`src/rtl/core/windowed_event_rate_meter_macros.svh`:
```
// ----------------------------------------------------------------------------
// Assertion macros for the event rate meter
// Concurrent checks compile away when SYNTHESIS is defined.
// ----------------------------------------------------------------------------
`ifndef WINDOWED_EVENT_RATE_METER_MACROS_SVH
`define WINDOWED_EVENT_RATE_METER_MACROS_SVH

`ifndef SYNTHESIS
// same-cycle implication
`define WRM_ASSERT_IMPL(label, clk, rstn, ante, cons) \
    label: assert property (@(posedge clk) disable iff (!rstn) (ante) |-> (cons)) \
        else $error("wrm assertion failed");
// next-cycle implication
`define WRM_ASSERT_NEXT(label, clk, rstn, ante, cons) \
    label: assert property (@(posedge clk) disable iff (!rstn) (ante) |=> (cons)) \
        else $error("wrm assertion failed");
`else
`define WRM_ASSERT_IMPL(label, clk, rstn, ante, cons)
`define WRM_ASSERT_NEXT(label, clk, rstn, ante, cons)
`endif

`endif

```
`src/rtl/core/wrm_pkg.sv`:
```
// ----------------------------------------------------------------------------
// wrm_pkg
// Widths, reset values and shared types of the event rate meter.
// ----------------------------------------------------------------------------
package wrm_pkg;

    localparam int TS_W             = 48;
    localparam int CNT_W            = 32;
    localparam int TPS_W            = 32;
    localparam int RATE_W           = 40;
    localparam int FRAC_W           = 8;
    localparam int PROD_W           = CNT_W + TPS_W;
    localparam int DIV_STEPS        = RATE_W;
    localparam int WINDOW_DEPTH_DEF = 16;

    localparam int APB_DATA_W  = 64;
    localparam int APB_ADDR_W  = 4;
    // register select: byte address bit 3 (registers 8 bytes apart)
    localparam int REG_SEL_BIT = 3;
    localparam logic REG_ORIGIN = 1'b0;
    localparam logic REG_TPS    = 1'b1;

    localparam logic [TPS_W-1:0]  TPS_RESET = 32'd1000000000;
    localparam logic [RATE_W-1:0] RATE_MAX  = {RATE_W{1'b1}};

    typedef struct packed {
        logic push;
        logic rd_en;
    } ring_ctrl_t;

    typedef struct packed {
        logic              start;
        logic [PROD_W-1:0] num;
        logic [TS_W-1:0]   den;
    } div_req_t;

endpackage

```
`src/rtl/core/wrm_if.sv`:
```
// ----------------------------------------------------------------------------
// wrm_if
// Valid/ready channels carrying sample items in and rate items out.
// ----------------------------------------------------------------------------
interface wrm_in_if;
    import wrm_pkg::*;

    logic             valid;
    logic             ready;
    logic [TS_W-1:0]  timestamp;
    logic [CNT_W-1:0] token_total;

    modport source (output valid, timestamp, token_total, input ready);
    modport sink   (input valid, timestamp, token_total, output ready);
endinterface

interface wrm_out_if;
    import wrm_pkg::*;

    logic              valid;
    logic              ready;
    logic [RATE_W-1:0] overall_rate;
    logic [RATE_W-1:0] window_rate;

    modport source (output valid, overall_rate, window_rate, input ready);
    modport sink   (input valid, overall_rate, window_rate, output ready);
endinterface

```
`src/rtl/core/wrm_divider.sv`:
```
// ----------------------------------------------------------------------------
// wrm_divider
// Restoring divider: floor(num * 256 / den) saturated to 40 bits, one
// quotient bit per cycle. Zero divisor gives zero.
// ----------------------------------------------------------------------------
module wrm_divider (
    input  logic                        clk,
    input  logic                        rst_n,
    input  wrm_pkg::div_req_t           req,
    output logic                        done,
    output logic [wrm_pkg::RATE_W-1:0]  quo
);
    import wrm_pkg::*;

`include "windowed_event_rate_meter_macros.svh"

    localparam int HI_W   = RATE_W - FRAC_W;
    localparam int LO_W   = PROD_W - HI_W;
    localparam int STEP_W = $clog2(DIV_STEPS + 1);

    logic              busy_reg;
    logic              done_reg;
    logic [STEP_W-1:0] step_reg;
    logic [TS_W-1:0]   rem_reg;
    logic [TS_W-1:0]   den_reg;
    logic [RATE_W-1:0] sh_reg;

    logic [TS_W:0]     trial;
    logic [TS_W:0]     diff;
    logic              fits;
    logic [TS_W-1:0]   rem_next;
    logic [TS_W-1:0]   num_hi;
    logic              sat;

    assign trial    = {rem_reg, sh_reg[RATE_W-1]};
    assign diff     = trial - {1'b0, den_reg};
    assign fits     = trial >= {1'b0, den_reg};
    assign rem_next = fits ? diff[TS_W-1:0] : trial[TS_W-1:0];

    // quotient reaches 2^40 exactly when num >= den * 2^32
    assign num_hi = {{(TS_W-HI_W){1'b0}}, req.num[PROD_W-1 -: HI_W]};
    assign sat    = num_hi >= req.den;

    always_ff @(posedge clk or negedge rst_n)
    begin
        if (!rst_n)
        begin
            busy_reg <= 1'b0;
            done_reg <= 1'b0;
            step_reg <= '0;
        end
        else
        begin
            done_reg <= 1'b0;
            if (req.start)
            begin
                if (req.den == '0 || sat)
                begin
                    busy_reg <= 1'b0;
                    done_reg <= 1'b1;
                end
                else
                begin
                    busy_reg <= 1'b1;
                    step_reg <= STEP_W'(DIV_STEPS);
                end
            end
            else if (busy_reg)
            begin
                step_reg <= step_reg - STEP_W'(1);
                if (step_reg == STEP_W'(1))
                begin
                    busy_reg <= 1'b0;
                    done_reg <= 1'b1;
                end
            end
        end
    end

    // quotient bits shift in at the bottom as dividend bits leave the top
    always_ff @(posedge clk)
    begin
        if (req.start)
        begin
            den_reg <= req.den;
            rem_reg <= num_hi;
            if (req.den == '0)
                sh_reg <= '0;
            else if (sat)
                sh_reg <= RATE_MAX;
            else
                sh_reg <= {req.num[LO_W-1:0], {FRAC_W{1'b0}}};
        end
        else if (busy_reg)
        begin
            rem_reg <= rem_next;
            sh_reg  <= {sh_reg[RATE_W-2:0], fits};
        end
    end

    assign done = done_reg;
    assign quo  = sh_reg;

    `WRM_ASSERT_IMPL(a_rem_below_den, clk, rst_n, busy_reg, rem_reg < den_reg)
    `WRM_ASSERT_IMPL(a_no_start_busy, clk, rst_n, req.start, !busy_reg)

endmodule

```
`src/rtl/core/wrm_ring.sv`:
```
// ----------------------------------------------------------------------------
// wrm_ring
// Timestamp ring with write slot, saturating fill count and a registered
// read port for the oldest held stamp.
// ----------------------------------------------------------------------------
module wrm_ring #(
    parameter int DEPTH = wrm_pkg::WINDOW_DEPTH_DEF
) (
    input  logic                         clk,
    input  logic                         rst_n,
    input  wrm_pkg::ring_ctrl_t          ctrl,
    input  logic [wrm_pkg::TS_W-1:0]     wr_stamp,
    output logic [$clog2(DEPTH+1)-1:0]   fill,
    output logic [wrm_pkg::TS_W-1:0]     rd_stamp
);
    import wrm_pkg::*;

`include "windowed_event_rate_meter_macros.svh"

    localparam int IDX_W  = $clog2(DEPTH);
    localparam int FILL_W = $clog2(DEPTH + 1);

    logic [TS_W-1:0]   mem [DEPTH];
    logic [IDX_W-1:0]  slot_reg;
    logic [FILL_W-1:0] fill_reg;
    logic [TS_W-1:0]   rd_reg;

    logic [IDX_W-1:0]  slot_next;
    logic [IDX_W-1:0]  rd_addr;
    logic              full_after;

    assign slot_next  = (slot_reg == IDX_W'(DEPTH - 1)) ? '0 : slot_reg + IDX_W'(1);
    // until the ring wraps the oldest stamp sits in slot zero
    assign full_after = fill_reg >= FILL_W'(DEPTH - 1);
    assign rd_addr    = full_after ? slot_next : '0;

    always_ff @(posedge clk or negedge rst_n)
    begin
        if (!rst_n)
        begin
            slot_reg <= '0;
            fill_reg <= '0;
        end
        else if (ctrl.push)
        begin
            slot_reg <= slot_next;
            if (fill_reg != FILL_W'(DEPTH))
                fill_reg <= fill_reg + FILL_W'(1);
        end
    end

    always_ff @(posedge clk)
    begin
        if (ctrl.push)
            mem[slot_reg] <= wr_stamp;
        if (ctrl.rd_en)
            rd_reg <= mem[rd_addr];
    end

    assign fill     = fill_reg;
    assign rd_stamp = rd_reg;

    `WRM_ASSERT_IMPL(a_fill_range, clk, rst_n, 1'b1, fill_reg <= FILL_W'(DEPTH))

endmodule

```
`src/rtl/core/windowed_event_rate_meter.sv`:
```
// ----------------------------------------------------------------------------
// windowed_event_rate_meter
// Overall token rate and sliding-window item rate, unsigned Q32.8 per second.
// ----------------------------------------------------------------------------
// Input channel item_in carries a tick timestamp and a cumulative token count;
// output channel rate_out returns one item per input with overall_rate and
// window_rate. The APB port sets the origin tick (address 0) and
// ticks_per_second (address 8); write it only while the block is idle.
// An item with a nonzero count takes, per rate, one 32x32 multiply and
// one 40-step pass of the shared restoring divider; saturating or
// zero-span divisions skip the steps. A zero count skips both rates and
// returns zero rates. item_in.ready is high only while the sequencer
// is idle, so one item is in work at a time. The result sits in an
// output register; the next item may be accepted while it waits, and
// the sequencer holds its finished result until rate_out is free.
// Reset empties the timestamp ring and fill count, clears the origin
// tick and loads ticks_per_second with 1e9.
// ----------------------------------------------------------------------------
module windowed_event_rate_meter #(
    parameter int WINDOW_DEPTH = wrm_pkg::WINDOW_DEPTH_DEF
) (
    input  logic                              clk,
    input  logic                              rst_n,
    wrm_in_if.sink                            item_in,
    wrm_out_if.source                         rate_out,
    input  logic                              psel,
    input  logic                              penable,
    input  logic                              pwrite,
    input  logic [wrm_pkg::APB_ADDR_W-1:0]    paddr,
    input  logic [wrm_pkg::APB_DATA_W-1:0]    pwdata,
    output logic [wrm_pkg::APB_DATA_W-1:0]    prdata,
    output logic                              pready
);
    import wrm_pkg::*;

`include "windowed_event_rate_meter_macros.svh"

    localparam int FILL_W = $clog2(WINDOW_DEPTH + 1);

    localparam logic [2:0] S_IDLE      = 3'd0;
    localparam logic [2:0] S_MUL_O     = 3'd1;
    localparam logic [2:0] S_DIVO_GO   = 3'd2;
    localparam logic [2:0] S_DIVO_WAIT = 3'd3;
    localparam logic [2:0] S_MUL_W     = 3'd4;
    localparam logic [2:0] S_DIVW_GO   = 3'd5;
    localparam logic [2:0] S_DIVW_WAIT = 3'd6;
    localparam logic [2:0] S_FINISH    = 3'd7;

    logic [2:0]        state_reg;
    logic [2:0]        state_next;
    logic [TS_W-1:0]   origin_reg;
    logic [TPS_W-1:0]  tps_reg;
    logic [TS_W-1:0]   ts_reg;
    logic [CNT_W-1:0]  cnt_reg;
    logic [PROD_W-1:0] prod_reg;
    logic [TS_W-1:0]   den_reg;
    logic [RATE_W-1:0] overall_reg;
    logic [RATE_W-1:0] window_reg;
    logic              out_valid_reg;
    logic [RATE_W-1:0] out_overall_reg;
    logic [RATE_W-1:0] out_window_reg;

    logic              in_take;
    logic              out_load;
    logic              cfg_wr;
    logic              div_wait;
    logic [CNT_W-1:0]  mul_a;
    logic [PROD_W-1:0] mul_p;
    logic [TS_W-1:0]   sub_b;
    logic              span_ok;
    logic [TS_W-1:0]   den_next;
    logic [FILL_W-1:0] fill;
    logic [FILL_W-1:0] fill_m1;
    logic [TS_W-1:0]   oldest;
    logic              div_done;
    logic [RATE_W-1:0] div_quo;
    ring_ctrl_t        ring_ctrl;
    div_req_t          div_req;

    // ---------------- configuration ----------------
    assign pready = 1'b1;
    assign cfg_wr = psel && penable && pwrite && pready;

    always_ff @(posedge clk or negedge rst_n)
    begin
        if (!rst_n)
        begin
            origin_reg <= '0;
            tps_reg    <= TPS_RESET;
        end
        else if (cfg_wr)
        begin
            if (paddr[REG_SEL_BIT] == REG_TPS)
                tps_reg <= pwdata[TPS_W-1:0];
            else
                origin_reg <= pwdata[TS_W-1:0];
        end
    end

    assign prdata = (paddr[REG_SEL_BIT] == REG_ORIGIN)
                  ? {{(APB_DATA_W-TS_W){1'b0}}, origin_reg}
                  : {{(APB_DATA_W-TPS_W){1'b0}}, tps_reg};

    // ---------------- shared multiply and span ----------------
    assign fill_m1 = fill - FILL_W'(1);
    assign mul_a   = (state_reg == S_MUL_O) ? cnt_reg
                                            : {{(CNT_W-FILL_W){1'b0}}, fill_m1};
    assign mul_p   = PROD_W'(mul_a) * PROD_W'(tps_reg);

    assign sub_b    = (state_reg == S_MUL_O) ? origin_reg : oldest;
    assign span_ok  = (state_reg == S_MUL_O) || (fill >= FILL_W'(2));
    assign den_next = (span_ok && ts_reg > sub_b) ? ts_reg - sub_b : '0;

    // ---------------- ring and divider ----------------
    assign ring_ctrl.push  = (state_reg == S_MUL_O);
    assign ring_ctrl.rd_en = (state_reg == S_MUL_O);

    wrm_ring #(
        .DEPTH (WINDOW_DEPTH)
    ) u_ring (
        .clk      (clk),
        .rst_n    (rst_n),
        .ctrl     (ring_ctrl),
        .wr_stamp (ts_reg),
        .fill     (fill),
        .rd_stamp (oldest)
    );

    assign div_req.start = (state_reg == S_DIVO_GO) || (state_reg == S_DIVW_GO);
    assign div_req.num   = prod_reg;
    assign div_req.den   = den_reg;

    wrm_divider u_div (
        .clk   (clk),
        .rst_n (rst_n),
        .req   (div_req),
        .done  (div_done),
        .quo   (div_quo)
    );

    // ---------------- sequencer ----------------
    assign item_in.ready = (state_reg == S_IDLE);
    assign in_take       = item_in.valid && item_in.ready;
    assign out_load      = (state_reg == S_FINISH) && (!out_valid_reg || rate_out.ready);
    assign div_wait      = (state_reg == S_DIVO_WAIT) || (state_reg == S_DIVW_WAIT);

    always_comb
    begin
        state_next = state_reg;
        unique case (state_reg)
            S_IDLE:
            begin
                if (in_take)
                    state_next = (item_in.token_total == '0) ? S_FINISH : S_MUL_O;
            end
            S_MUL_O:     state_next = S_DIVO_GO;
            S_DIVO_GO:   state_next = S_DIVO_WAIT;
            S_DIVO_WAIT:
            begin
                if (div_done)
                    state_next = S_MUL_W;
            end
            S_MUL_W:     state_next = S_DIVW_GO;
            S_DIVW_GO:   state_next = S_DIVW_WAIT;
            S_DIVW_WAIT:
            begin
                if (div_done)
                    state_next = S_FINISH;
            end
            S_FINISH:
            begin
                if (out_load)
                    state_next = S_IDLE;
            end
            default:     state_next = S_IDLE;
        endcase
    end

    always_ff @(posedge clk or negedge rst_n)
    begin
        if (!rst_n)
        begin
            state_reg     <= S_IDLE;
            out_valid_reg <= 1'b0;
        end
        else
        begin
            state_reg <= state_next;
            if (out_load)
                out_valid_reg <= 1'b1;
            else if (rate_out.ready)
                out_valid_reg <= 1'b0;
        end
    end

    always_ff @(posedge clk)
    begin
        if (in_take)
        begin
            ts_reg      <= item_in.timestamp;
            cnt_reg     <= item_in.token_total;
            overall_reg <= '0;
            window_reg  <= '0;
        end
        if (state_reg == S_MUL_O || state_reg == S_MUL_W)
        begin
            prod_reg <= mul_p;
            den_reg  <= den_next;
        end
        if (state_reg == S_DIVO_WAIT && div_done)
            overall_reg <= div_quo;
        if (state_reg == S_DIVW_WAIT && div_done)
            window_reg <= div_quo;
        if (out_load)
        begin
            out_overall_reg <= overall_reg;
            out_window_reg  <= window_reg;
        end
    end

    assign rate_out.valid        = out_valid_reg;
    assign rate_out.overall_rate = out_overall_reg;
    assign rate_out.window_rate  = out_window_reg;

    `WRM_ASSERT_IMPL(a_done_in_wait, clk, rst_n, div_done, div_wait)
    `WRM_ASSERT_IMPL(a_valid_from_finish, clk, rst_n, $rose(out_valid_reg), $past(state_reg) == S_FINISH)

endmodule
```
`src/flat_wrapper.sv`:
```
// flat-port wrapper written by rule: the top's interface ports become plain ports
module windowed_event_rate_meter_flat import wrm_pkg::*;
#(
    parameter int WINDOW_DEPTH = wrm_pkg::WINDOW_DEPTH_DEF
)
  (clk, rst_n, psel, penable, pwrite, paddr, pwdata, prdata, pready, item_in_valid, item_in_timestamp, item_in_token_total, item_in_ready, rate_out_valid, rate_out_overall_rate, rate_out_window_rate, rate_out_ready);
  wrm_in_if item_in_i ();
  wrm_out_if rate_out_i ();
  input  logic clk;
  input  logic rst_n;
  input  logic psel;
  input  logic penable;
  input  logic pwrite;
  input  logic [wrm_pkg::APB_ADDR_W-1:0] paddr;
  input  logic [wrm_pkg::APB_DATA_W-1:0] pwdata;
  output logic [wrm_pkg::APB_DATA_W-1:0] prdata;
  output logic pready;
  input wire logic [$bits(item_in_i.valid)-1:0] item_in_valid;
  input wire logic [$bits(item_in_i.timestamp)-1:0] item_in_timestamp;
  input wire logic [$bits(item_in_i.token_total)-1:0] item_in_token_total;
  output wire logic [$bits(item_in_i.ready)-1:0] item_in_ready;
  output wire logic [$bits(rate_out_i.valid)-1:0] rate_out_valid;
  output wire logic [$bits(rate_out_i.overall_rate)-1:0] rate_out_overall_rate;
  output wire logic [$bits(rate_out_i.window_rate)-1:0] rate_out_window_rate;
  input wire logic [$bits(rate_out_i.ready)-1:0] rate_out_ready;
  assign item_in_i.valid = item_in_valid;
  assign item_in_i.timestamp = item_in_timestamp;
  assign item_in_i.token_total = item_in_token_total;
  assign item_in_ready = item_in_i.ready;
  assign rate_out_valid = rate_out_i.valid;
  assign rate_out_overall_rate = rate_out_i.overall_rate;
  assign rate_out_window_rate = rate_out_i.window_rate;
  assign rate_out_i.ready = rate_out_ready;
  windowed_event_rate_meter #(.WINDOW_DEPTH(WINDOW_DEPTH)) u_core (.clk(clk), .rst_n(rst_n), .item_in(item_in_i), .rate_out(rate_out_i), .psel(psel), .penable(penable), .pwrite(pwrite), .paddr(paddr), .pwdata(pwdata), .prdata(prdata), .pready(pready));
endmodule
```
`config.mk`:
```
export PLATFORM = sky130hd
export DESIGN_NAME = windowed_event_rate_meter_flat
export DESIGN_NICKNAME = d
export VERILOG_FILES = /design/src/rtl/core/wrm_pkg.sv /design/src/rtl/core/wrm_if.sv /design/src/rtl/core/wrm_divider.sv /design/src/rtl/core/wrm_ring.sv /design/src/rtl/core/windowed_event_rate_meter.sv /design/src/flat_wrapper.sv
export VERILOG_INCLUDE_DIRS = /design/src /design/src/rtl/core
export SDC_FILE = /design/constraint.sdc
export NUM_CORES = 2
export LEC_CHECK = 0
export BUFFER_PORTS_ARGS = -buffer_cell sky130_fd_sc_hd__buf_2
export CAP_MARGIN = 20
export CORE_UTILIZATION = 57
export DETAILED_ROUTE_END_ITERATION = 16
export PLACE_DENSITY = 0.85
export SLEW_MARGIN = 20
export SYNTH_ARGS = -nofsm -noshare
export SYNTH_HDL_FRONTEND = slang
export SYNTH_SLANG_ARGS = --single-unit
```
`constraint.sdc`:
```
create_clock -name clk -period 7.9 [get_ports clk]
set_input_delay 0.395 -clock clk [delete_from_list [all_inputs] [get_ports clk]]
set_output_delay 0.395 -clock clk [all_outputs]
set_load 0.01 [all_outputs]
```
==> impl_metrics.json <==
{
  "r2r-start": "u_core.state_reg[1]$_DFFE_PN0P_",
  "crit_slowest_cell": "fa_1",
  "r2r_cells": 30,
  "fmax_mhz": 122,
  "synth_edf_count": 1288,
  "cts_root_buf": "clkbuf_16",
  "row_count": 148,
  "finClkSkew_ns": 0.0676,
  "path_common_cell": "fa_1",
  "insertion_delay_ns": 0.83,
  "min_path_type": "in -> async",
  "largest_reg_flops": 768,
  "die_w_um": 407,
  "hold_viol": 0,
  "cts.sinks": 1405,
  "placed_area_um2": 100000,
  "crit_path_end_kind": "register",
  "vias_per_cell": 6.20,
  "worstPathArrival_ns": 8.71,
  "drtAntennaViolNets": 0,
  "synth_flop_cell": "edfxtp_1",
  "drive_above_1_share": 0.144,
  "numCtsBuffers": 142,
  "yosysWarnings": 0,
  "grt_start_max_net_pins": 223,
  "dieArea_um2": 166000,
  "drv_cap": 0,
  "area_delta_synth_final_pct": 14.1,
  "chipHeight_um": 407,
  "grt_overflow": 0,
  "drt_iter0_markers": 7803,
  "dr_total_vias": 68300,
  "antenna_found_initial": 10,
  "ios": 302,
  "setup_violations": 20,
  "initial_utilization": 0.575,
  "cp-startpoint": "u_core.state_reg[1]$_DFFE_PN0P_",
  "period_share": 1.04,
  "drtPass1Iterations": 8,
  "clock_path_buffers": 3,
  "grt_pass1_wl_mm": 415,
  "hpwl_mm": 187,
  "gp_congestion": 0.998,
  "grtUsageTotal": 0.330,
  "start_kind": "register",
  "slew_headroom": 0.245,
  "crit_required_ns": 8.43,
  "rsz0062_at_grt": "yes",
  "drc": 0,
  "outcome": "finished, violations left",
  "crit_path_end": "u_core.prod_reg[55]$_DFFE_PP_",
  "syn_area_um2": 93700,
  "critPathMaxStageDelay_ns": 0.55,
  "r2r_slack_ns": -0.29,
  "fin_ws_ns": -0.286,
  "seq_area_frac_synth": 0.444,
  "worst_pin_slew_ns": 1.12,
  "grt_pass1_vias": 70400,
  "r2r-end": "u_core.prod_reg[55]$_DFFE_PP_",
  "failed_checks": "setup timing",
  "finalNetCount": 10200,
  "htreeDepth": 4,
  "synth_cells": 8210,
  "cts_tree": "done",
  "postLayoutCellArea_um2": 107000,
  "io_buffers": 265,
  "core_area_um2": 163000,
  "synth.ff_latch_count": 1405,
  "finalCriticalPeriod_ns": 8.19,
  "synthDistinctLibCells": 97,
  "crit_fanout": 20,
  "syn_avg_cell_area_um2": 11.4,
  "wl_mm": 276,
  "slew_violations": 0,
  "async_flop_share": 0.0719,
  "path_clk_slew_ns": 0.07,
  "wl_per_cell_um": 25.0,
  "crit_type": "reg -> reg"
}
[area by class of cell]
type                    count  area [µm²]
repair inverters            1        6.26
multi-input cells        5295       47000
repair buffers            900        7150
diodes                      4        10.0
clock inverters            74         958
clock buffers             182        3800
fillers                 11400       56100
inverters                 983        3710
flip-flops and latches   1405       41500
well taps                2175        2720
[critical path: cells and delay by family (launching register included)]
family                   cells  cell delay (ns)
adder cells (fa/ha/maj)      9             4.36
flip-flops                   1             0.42
buffers and inverters        8             0.77
AO/OA/AOI/OAI                7             1.41
XOR/XNOR                     1             0.10
AND/OR/NAND/NOR              5             0.81
[cell usage in the layout (no fill, tap or decap), types with 112 or more instances in the layout]
master / Yosys / routed
inv_1: 982 / 977
and3_1: 387 / 371
a31oi_1: 122 / 114
clkbuf_16: 0 / 144
mux2_2: 114 / 114
o21ai_0: 131 / 112
nand2_1: 1189 / 1184
nor2b_1: 227 / 226
nor2_1: 172 / 161
fa_1: 898 / 893
a211oi_1: 255 / 251
and2_1: 195 / 182
a21oi_1: 325 / 310
buf_4: 20 / 445
edfxtp_1: 1288 / 1288
buf_2: 8 / 264
ha_1: 401 / 393
dlygate4sd3_1: 0 / 130
[cell usage after synthesis, types with 52 or more instances]
| cell type | number | area (µm²) |
|---|---|---|
| a21o_1 | 85 | 638 |
| o21ai_0 | 131 | 656 |
| xnor2_1 | 87 | 762 |
| a211oi_1 | 255 | 1910 |
| mux2i_1 | 52 | 521 |
| dfrtp_1 | 88 | 2200 |
| a21oi_1 | 325 | 1630 |
| xor2_1 | 63 | 552 |
| fa_1 | 898 | 18000 |
| a311oi_1 | 97 | 850 |
| nor2_1 | 172 | 646 |
| clkbuf_1 | 469 | 1760 |
| mux2_2 | 114 | 1280 |
| a31oi_1 | 122 | 763 |
| nand4_1 | 53 | 332 |
| inv_1 | 982 | 3690 |
| nor2b_1 | 227 | 1420 |
| nand2_1 | 1189 | 4460 |
| and3_1 | 387 | 2420 |
| ha_1 | 401 | 5020 |
| and2_1 | 195 | 1220 |
| edfxtp_1 | 1288 | 38700 |
[routing by layer]
layer / vias up / track usage / share of wire
met2: 4301 / 0.527 / 0.47
met4: 6 / 0.217 / 0.075
li1: 29000 / - / -
met3: 1058 / 0.0748 / 0.11
met1: 33900 / 0.406 / 0.35
met5: - / 0 / 0.00016
[through the flow]
stage | hold slack, ns | setup slack [ns] | utilization | TNS, ns | instances
floorplan | 0.0994 | -0.0431 | - | -0.0800 | 8225
global placement | 0.359 | -0.379 | 0.614 | -4.61 | 10600
detailed placement | 0.362 | -0.374 | 0.614 | -5.97 | 10600
CTS | 0.0363 | -0.208 | 0.654 | -2.12 | 11000
global route | 0.0857 | -0.503 | 0.656 | -7.78 | 11000
finish | 0.0653 | -0.286 | 0.656 | -2.89 | 11000
[cells by family after synthesis]
family,Yosys count,synth area share
AO/OA/AOI/OAI,1251,0.0900
XOR/XNOR,150,0.0140
adder cells (fa/ha/maj),1299,0.246
buffers and inverters,1525,0.0631
flip-flops,1405,0.444
multiplexers,166,0.0193
other,2,0.0000802
AND/OR/NAND/NOR,2412,0.124
[worst min-delay path by stage]
stage          startpoint                                 to  cells after the start
2_1_floorplan       rst_n   u_core.origin_reg[0]$_DFFE_PN0P_                      0
3_3_place_gp        rst_n  u_core.origin_reg[38]$_DFFE_PN0P_                      1
3_5_place_dp        rst_n  u_core.origin_reg[38]$_DFFE_PN0P_                      1
4_1_cts             rst_n  u_core.origin_reg[32]$_DFFE_PN0P_                      2
5_1_grt             rst_n  u_core.origin_reg[32]$_DFFE_PN0P_                      2
6_report            rst_n  u_core.origin_reg[38]$_DFFE_PN0P_                      2
[repair_timing]
item,CTS,global route
endpoints found under the hold margin,195,0
pin swaps,7,7
gates cloned,1,0
setup endpoints to repair,27,35
resized for setup,70,57
setup buffers,10,3
hold buffers,130,0
Power is not shown: default switching activity piles up to over one toggle a cycle in this logic, so the estimate is an artifact.
